## src/rtl/core/lfade_pkg.sv

```systemverilog
// ----------------------------------------------------------------------------
// lfade_pkg
// Shared types and constants of the LED fader with auto-off timer.
// ----------------------------------------------------------------------------
`default_nettype none

package lfade_pkg;

  localparam logic [7:0] FULL_LEVEL = 8'd255;

  // Register indexes on the configuration port (word address)
  localparam logic [1:0] REG_FADE_STEP     = 2'd0;
  localparam logic [1:0] REG_MAX_LEVEL     = 2'd1;
  localparam logic [1:0] REG_FADE_INTERVAL = 2'd2;
  localparam logic [1:0] REG_AUTO_TIMEOUT  = 2'd3;

  typedef enum logic [2:0] {
    CMD_TICK   = 3'd0,
    CMD_SET    = 3'd1,
    CMD_MANUAL = 3'd2,
    CMD_AUTO   = 3'd3,
    CMD_TOGGLE = 3'd4,
    CMD_ON     = 3'd5,
    CMD_OFF    = 3'd6
  } cmd_t;

  typedef enum logic [2:0] {
    OP_NONE,
    OP_COUNT,
    OP_STEP,
    OP_DIV,
    OP_GOAL,
    OP_APPLY
  } dp_op_t;

  typedef struct packed {
    dp_op_t op;
    logic   load;
    logic   out_load;
  } dp_cmd_t;

  typedef struct packed {
    logic div_last;
  } dp_stat_t;

  typedef struct packed {
    logic [7:0]  fade_step;
    logic [7:0]  max_level;
    logic [15:0] fade_interval;
    logic [31:0] auto_timeout;
  } cfg_t;

endpackage

`default_nettype wire

```

## src/rtl/core/lfade_regs.sv

```systemverilog
// ----------------------------------------------------------------------------
// lfade_regs
// Configuration register file behind an APB-style port.
// ----------------------------------------------------------------------------
`default_nettype none

module lfade_regs
  import lfade_pkg::*;
(
  input  wire logic        clk,
  input  wire logic        rst,
  input  wire logic        psel,
  input  wire logic        penable,
  input  wire logic        pwrite,
  input  wire logic [3:0]  paddr,
  input  wire logic [31:0] pwdata,
  output logic      [31:0] prdata,
  output logic             pready,
  output cfg_t             cfg
);

  logic       wr_en;
  logic [1:0] idx;

  assign pready = 1'b1;
  assign idx    = paddr[3:2];
  assign wr_en  = psel & penable & pwrite & pready;

  always_ff @(posedge clk) begin
    if (rst) begin
      cfg.fade_step     <= 8'd5;
      cfg.max_level     <= 8'd255;
      cfg.fade_interval <= 16'd10;
      cfg.auto_timeout  <= 32'd60000;
    end else if (wr_en) begin
      case (idx)
        REG_FADE_STEP:     cfg.fade_step     <= pwdata[7:0];
        REG_MAX_LEVEL:     cfg.max_level     <= pwdata[7:0];
        REG_FADE_INTERVAL: cfg.fade_interval <= pwdata[15:0];
        REG_AUTO_TIMEOUT:  cfg.auto_timeout  <= pwdata;
        default: ;
      endcase
    end
  end

  always_comb begin
    case (idx)
      REG_FADE_STEP:     prdata = {24'd0, cfg.fade_step};
      REG_MAX_LEVEL:     prdata = {24'd0, cfg.max_level};
      REG_FADE_INTERVAL: prdata = {16'd0, cfg.fade_interval};
      REG_AUTO_TIMEOUT:  prdata = cfg.auto_timeout;
      default:           prdata = 32'd0;
    endcase
  end

endmodule

`default_nettype wire

```

## src/rtl/core/lfade_ctrl.sv

```systemverilog
// ----------------------------------------------------------------------------
// lfade_ctrl
// Sequencer: steps each command through the datapath and owns the handshakes.
// ----------------------------------------------------------------------------
`default_nettype none

module lfade_ctrl
  import lfade_pkg::*;
(
  input  wire logic     clk,
  input  wire logic     rst,
  input  wire logic     in_valid,
  input  wire cmd_t     in_cmd,
  output logic          in_ready,
  output logic          out_valid,
  input  wire logic     out_ready,
  input  wire dp_stat_t stat,
  output dp_cmd_t       cmd
);

  typedef enum logic [2:0] {
    ST_IDLE,
    ST_COUNT,
    ST_STEP,
    ST_DIV,
    ST_GOAL,
    ST_APPLY,
    ST_EMIT
  } state_t;

  state_t state;

  always_comb begin
    cmd      = '{op: OP_NONE, load: 1'b0, out_load: 1'b0};
    in_ready = 1'b0;
    case (state)
      ST_IDLE: begin
        in_ready = 1'b1;
        cmd.load = in_valid;
      end
      ST_COUNT: cmd.op = OP_COUNT;
      ST_STEP:  cmd.op = OP_STEP;
      ST_DIV:   cmd.op = OP_DIV;
      ST_GOAL:  cmd.op = OP_GOAL;
      ST_APPLY: cmd.op = OP_APPLY;
      ST_EMIT:  cmd.out_load = ~out_valid | out_ready;
      default: ;
    endcase
  end

  always_ff @(posedge clk) begin
    if (rst) begin
      state     <= ST_IDLE;
      out_valid <= 1'b0;
    end else begin
      if (state == ST_EMIT && cmd.out_load) begin
        out_valid <= 1'b1;
      end else if (out_valid && out_ready) begin
        out_valid <= 1'b0;
      end
      case (state)
        ST_IDLE: begin
          if (in_valid) begin
            case (in_cmd)
              CMD_TICK:            state <= ST_COUNT;
              CMD_SET, CMD_TOGGLE: state <= ST_DIV;
              default:             state <= ST_APPLY;
            endcase
          end
        end
        ST_COUNT: state <= ST_STEP;
        ST_STEP:  state <= ST_EMIT;
        ST_DIV:   if (stat.div_last) state <= ST_GOAL;
        ST_GOAL:  state <= ST_EMIT;
        ST_APPLY: state <= ST_EMIT;
        ST_EMIT: begin
          // hold until the output register is free
          if (cmd.out_load) state <= ST_IDLE;
        end
        default: state <= ST_IDLE;
      endcase
    end
  end

endmodule

`default_nettype wire

```

## src/rtl/core/lfade_dp.sv

```systemverilog
// ----------------------------------------------------------------------------
// lfade_dp
// Datapath: fader state, tick counters, bit-serial rounding, result register.
// ----------------------------------------------------------------------------
`default_nettype none

module lfade_dp
  import lfade_pkg::*;
(
  input  wire logic       clk,
  input  wire logic       rst,
  input  wire dp_cmd_t    cmd,
  output dp_stat_t        stat,
  input  wire cmd_t       in_command,
  input  wire logic [7:0] in_target,
  input  wire cfg_t       cfg,
  output logic      [7:0] level,
  output logic      [7:0] target_level,
  output logic            fading,
  output logic            auto_armed,
  output logic            manual_hold
);

  cmd_t        cmd_q;
  logic [7:0]  div_num;
  logic [7:0]  rem;
  logic [2:0]  div_cnt;

  logic [7:0]  level_now,   level_now_next;
  logic [7:0]  level_goal,  level_goal_next;
  logic        fade_on,     fade_on_next;
  logic [15:0] fade_ticks,  fade_ticks_next;
  logic        auto_on,     auto_on_next;
  logic [31:0] auto_ticks,  auto_ticks_next;
  logic        hold_manual, hold_manual_next;

  logic [7:0]  step;
  logic [8:0]  trial;
  logic [8:0]  trial_sub;
  logic [31:0] auto_inc;
  logic [7:0]  step_level;

  assign step      = (cfg.fade_step == 8'd0) ? 8'd1 : cfg.fade_step;
  assign trial     = {rem, div_num[3'd7 - div_cnt]};
  assign trial_sub = trial - {1'b0, step};
  assign auto_inc  = (auto_ticks != 32'hFFFF_FFFF) ? auto_ticks + 32'd1 : auto_ticks;
  assign stat.div_last = (div_cnt == 3'd7);

  // one fade step toward the goal, snapping onto it when within a step
  always_comb begin
    step_level = level_now;
    if (level_now < level_goal) begin
      step_level = ((level_goal - level_now) <= step) ? level_goal : level_now + step;
    end else if (level_now > level_goal) begin
      step_level = ((level_now - level_goal) <= step) ? level_goal : level_now - step;
    end
  end

  always_comb begin
    level_now_next   = level_now;
    level_goal_next  = level_goal;
    fade_on_next     = fade_on;
    fade_ticks_next  = fade_ticks;
    auto_on_next     = auto_on;
    auto_ticks_next  = auto_ticks;
    hold_manual_next = hold_manual;
    case (cmd.op)
      OP_COUNT: begin
        if (fade_on && fade_ticks != 16'hFFFF) fade_ticks_next = fade_ticks + 16'd1;
        if (auto_on) begin
          auto_ticks_next = auto_inc;
          if (auto_inc >= cfg.auto_timeout) begin
            level_goal_next  = 8'd0;
            fade_on_next     = 1'b1;
            fade_ticks_next  = 16'd0;
            auto_on_next     = 1'b0;
            hold_manual_next = 1'b1;
          end
        end
      end
      OP_STEP: begin
        if (fade_on && fade_ticks >= cfg.fade_interval) begin
          level_now_next  = step_level;
          fade_ticks_next = 16'd0;
          if (step_level == level_goal) begin
            fade_on_next     = 1'b0;
            hold_manual_next = 1'b0;
          end
        end
      end
      OP_GOAL: begin
        level_goal_next = div_num - rem;
        if (cmd_q == CMD_TOGGLE) begin
          fade_on_next     = 1'b1;
          fade_ticks_next  = 16'd0;
          auto_on_next     = 1'b0;
          hold_manual_next = 1'b1;
        end
      end
      OP_APPLY: begin
        case (cmd_q)
          CMD_MANUAL, CMD_AUTO: begin
            fade_on_next    = 1'b1;
            fade_ticks_next = 16'd0;
            if (cmd_q == CMD_AUTO && !hold_manual) begin
              auto_on_next     = 1'b1;
              auto_ticks_next  = 32'd0;
              hold_manual_next = 1'b0;
            end else begin
              auto_on_next     = 1'b0;
              hold_manual_next = 1'b1;
            end
          end
          CMD_ON:  level_now_next = FULL_LEVEL;
          CMD_OFF: level_now_next = 8'd0;
          default: ;
        endcase
      end
      default: ;
    endcase
  end

  always_ff @(posedge clk) begin
    if (rst) begin
      level_now   <= 8'd0;
      level_goal  <= 8'd0;
      fade_on     <= 1'b0;
      fade_ticks  <= 16'd0;
      auto_on     <= 1'b0;
      auto_ticks  <= 32'd0;
      hold_manual <= 1'b0;
    end else begin
      level_now   <= level_now_next;
      level_goal  <= level_goal_next;
      fade_on     <= fade_on_next;
      fade_ticks  <= fade_ticks_next;
      auto_on     <= auto_on_next;
      auto_ticks  <= auto_ticks_next;
      hold_manual <= hold_manual_next;
    end
  end

  // clamped value to round, then one remainder bit per cycle
  always_ff @(posedge clk) begin
    if (cmd.load) begin
      cmd_q   <= in_command;
      rem     <= 8'd0;
      div_cnt <= 3'd0;
      if (in_command == CMD_TOGGLE) begin
        div_num <= (level_goal != 8'd0) ? 8'd0 : cfg.max_level;
      end else begin
        div_num <= (in_target > cfg.max_level) ? cfg.max_level : in_target;
      end
    end else if (cmd.op == OP_DIV) begin
      rem     <= trial_sub[8] ? trial[7:0] : trial_sub[7:0];
      div_cnt <= div_cnt + 3'd1;
    end
  end

  always_ff @(posedge clk) begin
    if (cmd.out_load) begin
      level        <= level_now;
      target_level <= level_goal;
      fading       <= fade_on;
      auto_armed   <= auto_on;
      manual_hold  <= hold_manual;
    end
  end

endmodule

`default_nettype wire

```

## src/rtl/core/led_fade_with_auto_off_unit.sv

```systemverilog
// ----------------------------------------------------------------------------
// led_fade_with_auto_off_unit
// LED dimmer that ramps a level toward a rounded target, with auto-off timer.
// ----------------------------------------------------------------------------
//  Channel  Direction  Transfer condition             Payload
//  s_*      in         s_tvalid & s_tready            command, target_value
//  m_*      out        m_tvalid & m_tready            level, target, flags
//  APB      in         psel & penable & pwrite        4 config registers
//
//  A tick passes through count, step and emit before the next accept. Set
//  target and toggle pass through divide, goal and emit: the rounding remainder
//  is found one bit per cycle by a restoring divider. Others use apply and emit.
//  Synchronous reset returns the fader and the registers to their defaults.
//  A stalled output holds its result; one further item is taken and waits.
// ----------------------------------------------------------------------------
`default_nettype none

module led_fade_with_auto_off_unit
  import lfade_pkg::*;
(
  input  wire logic        clk,
  input  wire logic        rst,
  input  wire logic        s_tvalid,
  output logic             s_tready,
  input  wire logic [15:0] s_tdata,   // [2:0] command, [10:3] target_value
  output logic             m_tvalid,
  input  wire logic        m_tready,
  output logic      [23:0] m_tdata,   // [7:0] level, [15:8] target_level, [16] fading,
                                      // [17] auto_armed, [18] manual_hold
  input  wire logic        psel,
  input  wire logic        penable,
  input  wire logic        pwrite,
  input  wire logic [3:0]  paddr,
  input  wire logic [31:0] pwdata,
  output logic      [31:0] prdata,
  output logic             pready
);

  cfg_t       cfg;
  dp_cmd_t    dp_cmd;
  dp_stat_t   dp_stat;
  cmd_t       in_cmd;
  logic [7:0] level;
  logic [7:0] target_level;
  logic       fading;
  logic       auto_armed;
  logic       manual_hold;

  assign in_cmd  = cmd_t'(s_tdata[2:0]);
  assign m_tdata = {5'd0, manual_hold, auto_armed, fading, target_level, level};

  lfade_regs u_regs (
    .clk     (clk),
    .rst     (rst),
    .psel    (psel),
    .penable (penable),
    .pwrite  (pwrite),
    .paddr   (paddr),
    .pwdata  (pwdata),
    .prdata  (prdata),
    .pready  (pready),
    .cfg     (cfg)
  );

  lfade_ctrl u_ctrl (
    .clk       (clk),
    .rst       (rst),
    .in_valid  (s_tvalid),
    .in_cmd    (in_cmd),
    .in_ready  (s_tready),
    .out_valid (m_tvalid),
    .out_ready (m_tready),
    .stat      (dp_stat),
    .cmd       (dp_cmd)
  );

  lfade_dp u_dp (
    .clk          (clk),
    .rst          (rst),
    .cmd          (dp_cmd),
    .stat         (dp_stat),
    .in_command   (in_cmd),
    .in_target    (s_tdata[10:3]),
    .cfg          (cfg),
    .level        (level),
    .target_level (target_level),
    .fading       (fading),
    .auto_armed   (auto_armed),
    .manual_hold  (manual_hold)
  );

endmodule

`default_nettype wire

```

## config.mk

```make
export PLATFORM = sky130hd
export DESIGN_NAME = led_fade_with_auto_off_unit
export DESIGN_NICKNAME = d
export VERILOG_FILES = /design/src/rtl/core/lfade_pkg.sv /design/src/rtl/core/lfade_regs.sv /design/src/rtl/core/lfade_ctrl.sv /design/src/rtl/core/lfade_dp.sv /design/src/rtl/core/led_fade_with_auto_off_unit.sv
export SDC_FILE = /design/constraint.sdc
export NUM_CORES = 1
export LEC_CHECK = 0
export BUFFER_PORTS_ARGS = -buffer_cell sky130_fd_sc_hd__buf_2
export CORE_MARGIN = 1
export CORE_UTILIZATION = 30
export DETAILED_ROUTE_END_ITERATION = 10
export PLACE_DENSITY = 0.48
export SYNTH_ARGS = -nofsm -noshare
export SYNTH_HDL_FRONTEND = slang
export SYNTH_SLANG_ARGS = --single-unit
```

## constraint.sdc

```tcl
create_clock -name clk -period 5.6 [get_ports clk]
set_input_delay 1.12 -clock clk [delete_from_list [all_inputs] [get_ports clk]]
set_output_delay 1.12 -clock clk [all_outputs]
set_load 0.02 [all_outputs]
```

==> impl_metrics.ini, run 1 <==
[grt]
grtUsageTotal_pct = 17.98
antenna_found_initial = 5
grt_max_degree = 51
grt_pass1_wl_um = 57210
gr-total-overflow = 0
grt_pass1_vias = 10026

[timing]
tightest_slew_ns = 1.122
min_period_ns = 5.087
clock_skew_ns = 0.01077
rsz0062_at_grt = false
setup_violations = 0
finalHoldViolCount = 0
period_share_pct = 90.83
tns_ns = 0
slew_headroom_pct = 24.68
finalWorstSetupSlack_ns = 0.5133
maxSlewViolCount = 0
max_freq_mhz = 196.6

[cells_and_area]
drive_gt1_share_pct = 13.14
finalNetCount = 1718
syn_to_final_growth_pct = 13.53
fill_cells = 4227
diodes = 0

[cts]
cts_tree = built
clkTransAtPathRegs_ns = 0.08
cts-root-buf = clkbuf_16
cts_hold_buf = 0
clkSinkCount = 176
htreeDepth = 4
clk_path_buf_depth = 2
cts_buffers = 17
clk_latency_ns = 0.45

[placed_design]
place_congestion = 0.8605
port_buffers = 104
dp_hpwl_um = 28070
place_ws_ns = 0.2547

[worst_setup_path]
r2r_start = u_dp.auto_ticks[0]
r2r_cells = 19
crit_type = flop to flop
path_max_fanout = 10
critPathCaptureType = flop
cp_data_arrival_time_ns = 5.39
crit_required_ns = 5.90
r2r_end = u_dp.fade_on
critPathLaunch = u_dp.auto_ticks[0]
ff2ff_setup_slack_ns = 0.51
startpoint_type = flop

[power]
ir_drop_mv = 0.2116
leakagePower_nw = 5.470
p_per_area_mw_per_mm2 = 326.5

[routing]
vias_per_cell = 5.066
route.vias.total = 10487
dr.pass1.iters = 5
drcViolationCount = 0
detailedRoute.firstIterationViolations = 615
routedWlPerCell_um = 17.66
finalWirelength_um = 36560
ant_nets = 0

[floorplanning]
dieArea_mm2 = 0.04103
die_h_um = 202.6
placementRows = 73
ioPinCount = 118
coreArea_mm2 = 0.03973
initial_utilization_pct = 30.37
die_w_um = 202.6

[worst_hold_path]
hold_end = u_regs.cfg[19]
hp-start = u_regs.cfg[19]
min_path_cells = 2
min_path_type = flop to flop

[yosys]
yosys_warnings = 0
yosys.cell_types.count = 82
ys.flop_type = dfxtp_1
avgSynthCellArea_um2 = 8.265
ys_seq_elements = 176
synthCells = 1460
synth_area_mm2 = 0.01207
async_reset_ff_share_pct = 0
synth_edf_count = 30
seq_area_frac_synth_pct = 31.69

[status]
status = complete, no violations

[job]
max_cap_violations = 0
==> state kept, by name (all words and copies together), names as in the netlist, 3 cells and up <==
name,flops
u_dp.auto_ticks,32
u_dp.cmd_q,3
u_dp.fade_ticks,16
u_dp.level_goal,8
u_dp.rem,8
u_regs.cfg,64
u_dp.div_cnt,3
u_dp.div_num,8
u_dp.level,8
u_ctrl.state,3
u_dp.target_level,8
u_dp.level_now,8
==> worst max-delay path by stage <==
stage	to	slack, ns	cells past startpoint
finish	u_dp.fade_on	0.51	19
global route	u_dp.fade_on	0.05	19
CTS	u_dp.fade_on	0.20	19
detailed placement	u_dp.fade_on	0.25	19
global placement	u_dp.fade_on	0.30	19
floorplan	u_dp.fade_on	1.09	20
==> per-layer routing <==
| metal | track usage (%) | share of wire [%] |
|---|---|---|
| met3 | 3.676 | 5.4 |
| met2 | 29.60 | 46 |
| met4 | 4.672 | 1.7 |
| met5 | 0 | 0.19 |
| met1 | 23.83 | 47 |
==> worst max-delay path, stage by stage, from the launching register on <==
cell       delay [ns]
dfxtp_1          0.41
ha_1             0.27
nand2_1          0.07
nor4_1           0.29
or4b_4           0.59
nand4_2          0.25
or2_2            0.18
nor2_1           0.09
nand3_1          0.11
xnor2_1          0.10
ha_1             0.31
nand4_1          0.15
or4_1            0.60
a21oi_1          0.16
o31a_1           0.26
o21ai_2          0.11
a31oi_4          0.25
o21ai_0          0.13
a2111oi_2        0.46
a41oi_1          0.16
==> repair_timing <==
action / in CTS / in global routing
endpoints found under the setup margin: 0 / 2
gates resized for setup: 0 / 2
buffers inserted: 0 / 0
==> power by group <==
| group | internal (W) | leakage (nW) | switching (W) |
|---|---|---|---|
| clock | 0.000674 | 0.290 | 0.000576 |
| combinational | 0.000714 | 3.72 | 0.00109 |
| sequential | 0.00135 | 1.46 | 0.0000644 |
| total | 0.00274 | 5.47 | 0.00173 |
==> cells by family after synthesis <==
group / after synthesis / share of synthesized area (%)
simple gates: 509 / 19.89
other cells: 2 / 0.06224
fa+ha+maj: 126 / 13.44
compound gates: 331 / 17.69
flops: 176 / 31.69
buf+inv: 186 / 6.263
xor+xnor: 92 / 6.740
mux: 38 / 4.231
==> placed cells by master, fill, tap and decap left out, types with 30 or more instances in the layout <==
cell        n
nor2_1    135
ha_1      120
a21oi_1   126
xor2_1     36
xnor2_1    55
edfxtp_1   30
inv_1     110
buf_2     103
dfxtp_1   146
o21ai_0    47
nand3_1    35
nand2_1   188
==> cell usage after synthesis, drive strengths merged, types with 4 or more instances <==
master,instances,area share (%)
a211oi,14,0.87
a21boi,5,0.31
a21o,12,0.75
a21oi,126,5.2
a221oi,4,0.29
a22o,14,1.0
a22oi,18,1.1
a2bb2oi,4,0.29
a311oi,8,0.58
a31oi,9,0.64
and2,10,0.52
and3,19,1.2
and4,8,0.60
buf,19,1.1
clkbuf,57,1.8
dfxtp,146,24
edfxtp,30,7.5
fa,6,1.0
ha,120,12
inv,110,3.4
mux2,4,0.37
mux2i,24,2.0
mux4,10,1.9
nand2,189,5.9
nand2b,5,0.26
nand3,36,1.5
nand4,24,1.4
nor2,137,4.3
nor2b,25,1.3
nor3,24,1.0
nor3b,6,0.37
o211ai,26,1.6
o21a,7,0.44
o21ai,49,2.1
o21bai,9,0.56
o31ai,5,0.35
or2,8,0.41
or3,6,0.31
xnor2,55,4.0
xor2,37,2.7
==> layout make-up <==
cell class              count  area, um2  area share (%)
flip-flops and latches    176       3824           27.91
clock buffers              19      475.5           3.471
clock inverters            12      121.4          0.8859
well taps                 525      656.9           4.795
inverters                 110      412.9           3.014
multi-input cells        1102       7521           54.90
repair buffers            126      688.2           5.023
==> metrics by stage <==
step	hold slack, ns	std cells	util [%]	instance area, um2	total power, W
after detailed placement	0.4465	2039	32.96	13090	0.003217
after global routing	0.4703	2070	34.48	13700	0.004749
after global placement	0.4434	2039	32.96	13090	0.003207
final	0.4564	2070	34.48	13700	0.004472
after CTS	0.4577	2070	34.46	13690	0.004483
after floorplan	0.4247	1464	-	12080	0.002738
No activity file was read; power rests on OpenSTA's default activity.
==> run 2: changes to the inputs <==
CORE_MARGIN = unset   (was 1)
CORE_UTILIZATION = 60   (was 30)
PLACE_DENSITY = 0.83   (was 0.48)
SKIP_CTS_REPAIR_TIMING = 1   (was unset)
==> run 2 against run 1 <==
Compared with the run above: maximum frequency down 3.3%; power rose by 1.1%; hold slack worse by 0.0021 ns.
==> impl_metrics.ini, run 2 (synthesis results as in run 1) <==
[timing]
clock_skew_ns = 0.01090
whs_ns = 0.4543
min_period_ns = 5.261
maxSlewViolCount = 0
tightest_slew_ns = 1.059
slew_headroom_pct = 29.38
period_share_pct = 93.95
setup_violations = 0
max_freq_mhz = 190.1
finalHoldViolCount = 0

[grt]
grt_pass1_vias = 10345
gr-total-overflow = 0
antenna_found_initial = 0
grt_max_degree = 86
grtUsageTotal_pct = 32.12
grt_pass1_wl_um = 51590

[power]
switching_power_w = 0.001674
internal_power_w = 0.002848
p_per_area_mw_per_mm2 = 337.4
power_w = 0.004522
seqPwrFrac_pct = 31.6
p_clk_share_pct = 29.2
ir_drop_mv = 0.2597
switching_share_pct = 37.02
combPwrFrac_pct = 39.2
leakagePower_nw = 5.480

[routing]
routedWlPerCell_um = 17.79
drcViolationCount = 0
finalWirelength_um = 32150
detailedRoute.firstIterationViolations = 984
dr.pass1.iters = 6
ant_nets = 0
vias_per_cell = 6.006
route.vias.total = 10853

[floorplanning]
initial_utilization_pct = 61.60
placementRows = 51
ioPinCount = 118
coreArea_mm2 = 0.01959
dieArea_mm2 = 0.02068
die_w_um = 143.8
die_h_um = 143.8

[worst_setup_path]
critPathLaunch = u_dp.auto_ticks[0]
r2r_cells = 18
crit_required_ns = 5.90
critPathCaptureType = flop
cp_data_arrival_time_ns = 5.56
crit_type = flop to flop
r2r_end = u_dp.fade_on
path_max_fanout = 10
r2r_start = u_dp.auto_ticks[0]
ff2ff_setup_slack_ns = 0.34
startpoint_type = flop

[cells_and_area]
reg.largest.list = u_regs.cfg: 64 flops, u_dp.auto_ticks: 32 flops, u_dp.fade_ticks: 16 flops
final_cell_mix = nand2_1 (188), dfxtp_1 (146), nor2_1 (135), a21oi_1 (126), ha_1 (120)
multi_input_area_mm2 = 0.007513
finalNetCount = 1714
syn_to_final_growth_pct = 11.05
final_common_cell = nand2_1
diodes = 0
drive_gt1_share_pct = 12.78
fill_cells = 1594
regArea_mm2 = 0.003824
regMostFlops = u_regs.cfg
largest_register_ffs = 64

[placed_design]
place_congestion = 0.9654
port_buffers = 104
dp_hpwl_um = 23640

[status]
status = complete, no violations

[cts]
cts_tree = built
clkTransAtPathRegs_ns = 0.07
clk_latency_ns = 0.44
clk_path_buf_depth = 2
cts_buffers = 17
clkSinkCount = 176
cts-root-buf = clkbuf_16
htreeDepth = 4

[job]
max_cap_violations = 0

[worst_hold_path]
hp-start = u_regs.cfg[21]
hold_end = u_regs.cfg[21]
min_path_cells = 2
min_path_type = flop to flop
run 2: cell count changes in the layout (fill, tap and decap cells not counted), sizes merged:
| cell | before | now |
|---|---|---|
| clkinv | 5 | 3 |
| bufinv | 1 | 2 |
| clkbuf | 19 | 23 |
| buf | 126 | 122 |
| clkinvlp | 2 | 0 |
run 2: how the worst max path moves through the flow:
stage                   endpoint  slack [ns]
finish              u_dp.fade_on        0.34
floorplan           u_dp.fade_on        1.09
CTS                 u_dp.fade_on        0.21
detailed placement  u_dp.fade_on        0.28
global placement    u_dp.fade_on        0.42
global route        u_dp.fade_on      -0.009
run 2: final cells by class:
type | count | area share, %
clock buffers | 23 | 3.968
clock inverters | 9 | 0.9804
inverters | 110 | 3.081
multi-input cells | 1102 | 56.07
flip-flops and latches | 176 | 28.53
well taps | 265 | 2.474
repair buffers | 122 | 4.893
run 2: metrics by stage:
step	area (um2)	instances	setup WS (ns)	util (%)	setup TNS, ns
global route	13400	1807	-0.008746	68.40	-0.01620
CTS	13390	1807	0.2103	68.36	0
global placement	12730	1775	0.4209	64.97	0
floorplan	12080	1464	1.086	-	0
finish	13400	1807	0.3387	68.40	0
detailed placement	12730	1775	0.2778	64.97	0
run 2: power by group through the flow:
| stage | registers (W) | clock network, W | logic [W] |
|---|---|---|---|
| floorplan | 0.00143 | 0 | 0.00131 |
| global placement | 0.00145 | 0 | 0.00167 |
| CTS | 0.00142 | 0.00132 | 0.00172 |
| detailed placement | 0.00145 | 0 | 0.00169 |
| global route | 0.00143 | 0.00137 | 0.00197 |
| finish | 0.00143 | 0.00132 | 0.00177 |
run 2: critical path: stages (launching register included):
cell and delay, ns:
dfxtp_1 0.42, ha_1 0.27, nand2_1 0.08, nor4_1 0.31, or4b_4 0.60, nand4_2 0.25, nor2_1 0.12, and3_1 0.22
xor2_1 0.16, ha_1 0.32, nand4_1 0.14, or4_1 0.61, a21oi_1 0.19, o31a_1 0.27, o21ai_2 0.11, a31oi_4 0.28
o21ai_0 0.16, a2111oi_2 0.44, a41oi_1 0.17
run 2: layer usage:
metal | global-route usage, % | vias up | wire, um
met5 | 0 | - | 0
met4 | 14.11 | 0 | 1113
met3 | 5.265 | 84 | 2590
met2 | 52.53 | 535 | 14830
met1 | 41.67 | 4990 | 13620
li1 | - | 5244 | -
